==> src/sv/sma_pkg.sv <==
// Shared types and constants for the stack machine ALU unit.
// Used by the controller, the datapath and the top level; depends on nothing.
package sma_pkg;

   localparam int STACK_DEPTH = 64;
   localparam int DATA_W      = 64;
   localparam int ADDR_W      = $clog2(STACK_DEPTH);
   localparam int CNT_W       = $clog2(STACK_DEPTH) + 1;
   localparam int DIV_CNT_W   = $clog2(DATA_W);

   typedef enum logic [4:0] {
      OP_PUSH   = 5'd0,  OP_ADD    = 5'd1,  OP_SUB    = 5'd2,  OP_MUL  = 5'd3,
      OP_DIV    = 5'd4,  OP_MOD    = 5'd5,  OP_NEG    = 5'd6,  OP_AND  = 5'd7,
      OP_OR     = 5'd8,  OP_XOR    = 5'd9,  OP_NOT    = 5'd10, OP_DUP  = 5'd11,
      OP_SWAP   = 5'd12, OP_DROP   = 5'd13, OP_PICK   = 5'd14, OP_ROT  = 5'd15,
      OP_EQ     = 5'd16, OP_GT     = 5'd17, OP_LT     = 5'd18, OP_EQ0  = 5'd19,
      OP_GT0    = 5'd20, OP_LT0    = 5'd21, OP_SETF   = 5'd22, OP_CLRF = 5'd23,
      OP_DEPTH  = 5'd24
   } op_type;

   typedef enum logic [2:0] {
      ST_OK    = 3'd0,
      ST_UNDER = 3'd1,
      ST_OVER  = 3'd2,
      ST_ZDIV  = 3'd3,
      ST_PICK  = 3'd4
   } status_type;

   typedef enum logic [3:0] {
      S_IDLE, S_RD1, S_RD2, S_RD3, S_PCAP, S_MUL, S_DIV, S_EVAL, S_WR, S_DONE
   } state_type;

   typedef enum logic [1:0] {
      RD_TOP1, RD_TOP2, RD_TOP3, RD_PICK
   } rd_sel_type;

   typedef enum logic [1:0] {
      CAP_NONE, CAP_B, CAP_A, CAP_X
   } cap_sel_type;

   typedef struct packed {
      logic        load;
      rd_sel_type  rd_sel;
      cap_sel_type cap_sel;
      logic        arith_init;
      logic        mul_step;
      logic        div_step;
      logic        eval;
      logic        wr_step;
      logic        commit;
   } cmd_type;

   typedef struct packed {
      logic go_pick;
      logic go_mul;
      logic go_div;
      logic mul_done;
      logic div_done;
      logic wr_done;
      logic out_free;
   } stat_type;

endpackage

==> src/sv/sma_ctrl.sv <==
// Sequencing state machine of the stack machine ALU unit.
// Depends on sma_pkg; drives the datapath through sma_pkg::cmd_type.
module sma_ctrl (
   input  logic              clock,
   input  logic              reset,
   input  logic              req_valid,
   output logic              req_ready,
   input  sma_pkg::stat_type stat,
   output sma_pkg::cmd_type  cmd
);

   sma_pkg::state_type state_ff, state_in;

   always_ff @(posedge clock) begin
      if (reset) begin
         state_ff <= sma_pkg::S_IDLE;
      end else begin
         state_ff <= state_in;
      end
   end

   always_comb begin
      state_in = state_ff;
      unique case (state_ff)
         sma_pkg::S_IDLE: if (req_valid) state_in = sma_pkg::S_RD1;
         sma_pkg::S_RD1:  state_in = sma_pkg::S_RD2;
         sma_pkg::S_RD2:  state_in = sma_pkg::S_RD3;
         sma_pkg::S_RD3: begin
            if (stat.go_pick) state_in = sma_pkg::S_PCAP;
            else if (stat.go_mul) state_in = sma_pkg::S_MUL;
            else if (stat.go_div) state_in = sma_pkg::S_DIV;
            else state_in = sma_pkg::S_EVAL;
         end
         sma_pkg::S_PCAP: state_in = sma_pkg::S_EVAL;
         sma_pkg::S_MUL:  if (stat.mul_done) state_in = sma_pkg::S_EVAL;
         sma_pkg::S_DIV:  if (stat.div_done) state_in = sma_pkg::S_EVAL;
         sma_pkg::S_EVAL: state_in = sma_pkg::S_WR;
         sma_pkg::S_WR:   if (stat.wr_done) state_in = sma_pkg::S_DONE;
         sma_pkg::S_DONE: if (stat.out_free) state_in = sma_pkg::S_IDLE;
         default:         state_in = sma_pkg::S_IDLE;
      endcase
   end

   always_comb begin
      cmd            = '0;
      cmd.rd_sel     = sma_pkg::RD_TOP1;
      cmd.cap_sel    = sma_pkg::CAP_NONE;
      req_ready      = 1'b0;
      unique case (state_ff)
         sma_pkg::S_IDLE: begin
            req_ready = 1'b1;
            cmd.load  = req_valid;
         end
         sma_pkg::S_RD1: begin
            cmd.rd_sel  = sma_pkg::RD_TOP2;
            cmd.cap_sel = sma_pkg::CAP_B;
         end
         sma_pkg::S_RD2: begin
            cmd.rd_sel  = sma_pkg::RD_TOP3;
            cmd.cap_sel = sma_pkg::CAP_A;
         end
         sma_pkg::S_RD3: begin
            cmd.rd_sel     = sma_pkg::RD_PICK;
            cmd.cap_sel    = sma_pkg::CAP_X;
            cmd.arith_init = 1'b1;
         end
         sma_pkg::S_PCAP: cmd.cap_sel = sma_pkg::CAP_X;
         sma_pkg::S_MUL:  cmd.mul_step = 1'b1;
         sma_pkg::S_DIV:  cmd.div_step = 1'b1;
         sma_pkg::S_EVAL: cmd.eval = 1'b1;
         sma_pkg::S_WR:   cmd.wr_step = 1'b1;
         sma_pkg::S_DONE: cmd.commit = stat.out_free;
         default: ;
      endcase
   end

endmodule

==> config.mk <==
export PLATFORM = sky130hd
export DESIGN_NAME = sma_ctrl
export DESIGN_NICKNAME = d
export VERILOG_FILES = /design/src/sv/sma_pkg.sv /design/src/sv/sma_ctrl.sv
export SDC_FILE = /design/constraint.sdc
export NUM_CORES = 1
export LEC_CHECK = 0
export BUFFER_PORTS_ARGS = -buffer_cell sky130_fd_sc_hd__buf_2
export CORE_AREA = 2 2 39 41
export CTS_CLUSTER_DIAMETER = 100
export DETAILED_ROUTE_END_ITERATION = 6
export DIE_AREA = 0 0 41 43
export PLACE_DENSITY = 0.64
export RECOVER_POWER = 100
export SYNTH_ARGS = -nofsm -noshare
export SYNTH_HDL_FRONTEND = slang
export SYNTH_SLANG_ARGS = --single-unit
==> constraint.sdc <==
create_clock -name clock -period 2.1 [get_ports clock]
set_clock_uncertainty 0.15 [all_clocks]
set_input_delay 0.42 -clock clock [delete_from_list [all_inputs] [get_ports clock]]
set_output_delay 0.42 -clock clock [all_outputs]
set_load 0.02 [all_outputs]
* Word-level counts from Yosys, hierarchy flattened
Index checks and enable logic that the tools add are counted.
** Word-level totals
- Register bits :: 4
- Input bits :: 10
- Word-level logic and storage cells :: 37
** Cells by class
- Equality and inequality tests :: 14
- Muxes and demuxes :: 19
- Reduce and logical (&&, ||, !) cells :: 3
** Operators with widths (count)
- $pmux 4 s10 :: 1
- $mux 4 :: 5
- $eq 4x3->1 const B :: 4
- $pmux 2 s3 :: 2
- $ne 2x2->1 const B :: 5
- $mux 1 :: 9
- $eq 4x2->1 const B :: 2
- $eq 4x4->1 const B :: 2
- $reduce_and 5->1 :: 1
- $eq 4x1->1 const B :: 1
- $logic_not 4->1 :: 1
- $mux 2 :: 2
- $reduce_or 2->1 :: 1

* Longest topological paths before layout
- Depth after elaboration :: 4
- Mapped depth :: 6
- Mapped depth without buffers :: 5

* Worst setup path before layout
No wires, ideal clock.
- Path kind :: reg-to-output
- From :: register state_ff[3]
- To :: output port cmd[10] in the netlist's numbering
- Data arrival time :: 1.646 ns
- Data required time :: 1.530 ns
- Slack :: -0.116 ns
- Cell stages (with the launch flop) :: 4
- Path buffers :: 1
- Cell sequence :: dfxtp_1 clkbuf_1 nor4_1 and2_1
** RTL lines
- start: declaration :: line sma_ctrl.sv:12 : sma_pkg::state_type state_ff, state_in;
- start signal: assignment :: line sma_ctrl.sv:16 : state_ff <= sma_pkg::S_IDLE;
- start signal: assignment :: line sma_ctrl.sv:18 : state_ff <= state_in;
- end: declaration :: line sma_ctrl.sv:9 : output sma_pkg::cmd_type cmd

==> flow_metrics.env <==
export IMPL_reg2reg_from="state_ff[2]"
export IMPL_via_per_inst=5.05
export IMPL_clk_transition_reported_paths_ns=0.04
export IMPL_clk_root_buffer_cell="sky130_fd_sc_hd__clkbuf_4"
export IMPL_crit_path_max_incr_delay_ns=0.31
export IMPL_dp_cells=92
export IMPL_number_of_antenna_violations_at_the_first_check_in_global_routing=0
export IMPL_cp_required_ns=1.53
export IMPL_min_period_over_period_pct=95.3
export IMPL_cp_cell_sequence="or2b_1 > or2_2 > a21oi_1 > clkbuf_2"
export IMPL_max_vdd_ir_drop_uv=308
export IMPL_detailed_router_iteration_count_before_antenna_repair=4
export IMPL_reg2reg_depth=6
export IMPL_cts_sinks=4
export IMPL_layoutNonFillerInstCount=95
export IMPL_worstHoldPathCells=2
export IMPL_layout_cells_most_common_list="sky130_fd_sc_hd__buf_2, sky130_fd_sc_hd__nor2_1, sky130_fd_sc_hd__clkbuf_1, sky130_fd_sc_hd__nand2_1"
export IMPL_coreArea_um2=1380
export IMPL_chipWidth_um=41
export IMPL_drt_iter0_drc=22
export IMPL_hold_end="state_ff[0]"
export IMPL_nNetsFinal=91
export IMPL_pin_count=22
export IMPL_worst_pin_slew_ns=0.364
export IMPL_data_arrival_time_at_the_worst_slack_endpoint_ns=1.43
export IMPL_area_growth_synth_to_final_pct=35.7
export IMPL_area_occupied_by_multi_input_gates_um2=270
export IMPL_timing_critical_path_from="state_ff[2]"
export IMPL_final_min_clock_period_ns=2.00
export IMPL_timing_max_cap_violations=0
export IMPL_synthDominantCellAreaShare_pct=20.8
export IMPL_power_static_leakage_nw=0.232
export IMPL_worst_skew_pair_late_latency_ns=0.23
export IMPL_synth_seq_cells=4
export IMPL_gp_routability_congestion=0.863
export IMPL_post_synth_num_cell_types=29
export IMPL_max_ffs_per_register=4
export IMPL_maxSlewHeadroom_pct=75.7
export IMPL_num_fill_cells=173
export IMPL_drive_above_1_share_pct=29.1
export IMPL_routed_wirelength_um=996
export IMPL_global_route_usage_total_pct=13.4
export IMPL_floorplan_rows=14
export IMPL_synth_seq_area_share_pct=20.8
export IMPL_finalHoldViolations=0
export IMPL_dieHeight_um=43
export IMPL_dieArea_um2=1760
export IMPL_setup_tns_ns=0
export IMPL_largest_net_degree_at_the_start_of_global_routing=10
export IMPL_detail_route_drc_violations=0
export IMPL_grt_pass1_vias=398
export IMPL_cts_buffers=3
export IMPL_synth_yosys_warnings=0
export IMPL_synth_nets=65
export IMPL_crit_fanout=3
export IMPL_timing_max_transition_violations_final=0
export IMPL_synthesis_area_um2=385
export IMPL_clock_tree_buffer_depth=2
export IMPL_power_density_nw_per_um2=1170
export IMPL_critPathBufInv=1
export IMPL_synth_area_leaders="sky130_fd_sc_hd__dfxtp_1, sky130_fd_sc_hd__nor2_1, sky130_fd_sc_hd__a21oi_1, sky130_fd_sc_hd__nor3_1, sky130_fd_sc_hd__nand2_1"
export IMPL_route_vias_total=480
export IMPL_hold_path_origin="reset"
export IMPL_n_antenna_cell=0
export IMPL_post_synth_cell_area_avg_um2=7.01
export IMPL_min_delay_path_class="input port to flip-flop"
export IMPL_cp_top_family="simple AND/OR/NAND/NOR gates"
export IMPL_gr_total_overflow=0
export IMPL_timing_critical_path_slowest_stage_cell="sky130_fd_sc_hd__dfxtp_1"
export IMPL_run_status="finished, final reports clean"
export IMPL_fmax_mhz=499
export IMPL_setup_reg_to_reg_worst_slack_ns=0.27
export IMPL_cts_repair_resize_count=0
export IMPL_wire_length_of_the_first_global_routing_pass_mm=1.68
export IMPL_post_synth_inst_count=55
export IMPL_route_antenna_remaining_nets=0
export IMPL_ctsHtreeMaxLevel=1
export IMPL_final_setup_viol_count=0
export IMPL_most_flop_heavy_register="state_ff"
export IMPL_tritoncts="yes"
export IMPL_postCtsSetupBuffers=0
export IMPL_timing_critical_path_from_type="flip-flop"
export IMPL_synthDominantAreaCellType="sky130_fd_sc_hd__dfxtp_1"
export IMPL_critPathCaptureType="primary output"
export IMPL_floorplan_initialDensity_pct=27.8
export IMPL_reg2reg_to="state_ff[0]"
export IMPL_path_class="flip-flop to primary output"
export IMPL_reg_area_um2=80.1
export IMPL_routed_wire_length_per_instance_um=10.5
export IMPL_reg_top3="state_ff (4)"
export IMPL_dp_hpwl_um=800
export IMPL_io_buffers=21
export IMPL_grt_setup_unrepaired="no"
export IMPL_cts_hold_repair_buffers=0
export IMPL_layout_cells_most_common="sky130_fd_sc_hd__buf_2"
[power by group]
part / leakage [nW] / switching, mW / internal [mW]
Sequential: 0.0329 / 0.0212 / 0.0968
Combinational: 0.186 / 0.250 / 0.149
Clock: 0.0138 / 0.0294 / 0.0638
[synthesized netlist by cell type (all sizes together)]
master  n
and3b   1
buf     3
clkbuf  1
nand3b  1
xnor2   1
a2111o  1
nand2   5
inv     2
o31a    1
o211a   1
a21oi   5
o21ai   3
nor2    9
o31ai   1
a211o   1
and2    1
nor3    4
or4     1
or2b    1
a31oi   2
dfxtp   4
nand2b  3
nor4    1
or2     1
or4b    1
[per-stage QoR]
step	hold slack (ns)	power, mW	instance area, um2	setup WS (ns)	util [%]
finish	0.245	0.610	523	0.0980	37.8
global route	0.232	0.668	523	0.0265	37.8
CTS	0.238	0.634	542	0.0961	39.2
detailed placement	0.465	0.537	519	0.328	37.5
global placement	0.470	0.536	519	0.340	37.5
floorplan	0.332	0.428	392	0.126	-
[area by class of cell]
cell class	instances	area share, %
flip-flops and latches	4	15.3
well taps	16	3.83
repair buffers	25	23.4
inverters	2	1.44
multi-input cells	45	51.7
clock buffers	3	4.31
[logic make-up (layout without fill, tap and decap cells)]
group                  after synthesis  count (layout)  synth area share [%]
AO/OA/AOI/OAI                       15              15                  26.6
XOR/XNOR                             1               1                  2.27
buffers and inverters                6              30                  9.09
flip-flops                           4               4                  20.8
AND/OR/NAND/NOR                     29              29                  41.2
[how the worst max path moves through the flow]
stage / endpoint / slack (ns) / depth (start not counted)
floorplan: cmd[10] / 0.13 / 3
global placement: cmd[7] / 0.34 / 4
detailed placement: state_ff[0] / 0.33 / 6
CTS: cmd[7] / 0.1 / 4
finish: cmd[7] / 0.1 / 4
global route: cmd[7] / 0.03 / 4
[routing by layer]
layer / wire [um] / up-vias / part of all wire [%] / track usage (%)
met4: 0 / 0 / 0 / 2.00
li1: - / 242 / - / -
met1: 460 / 217 / 46 / 20.3
met5: 0 / - / 0 / 0
met2: 457 / 21 / 46 / 18.1
met3: 78 / 0 / 7.8 / 4.71
Note: power is estimated with default switching activity, not from simulation.
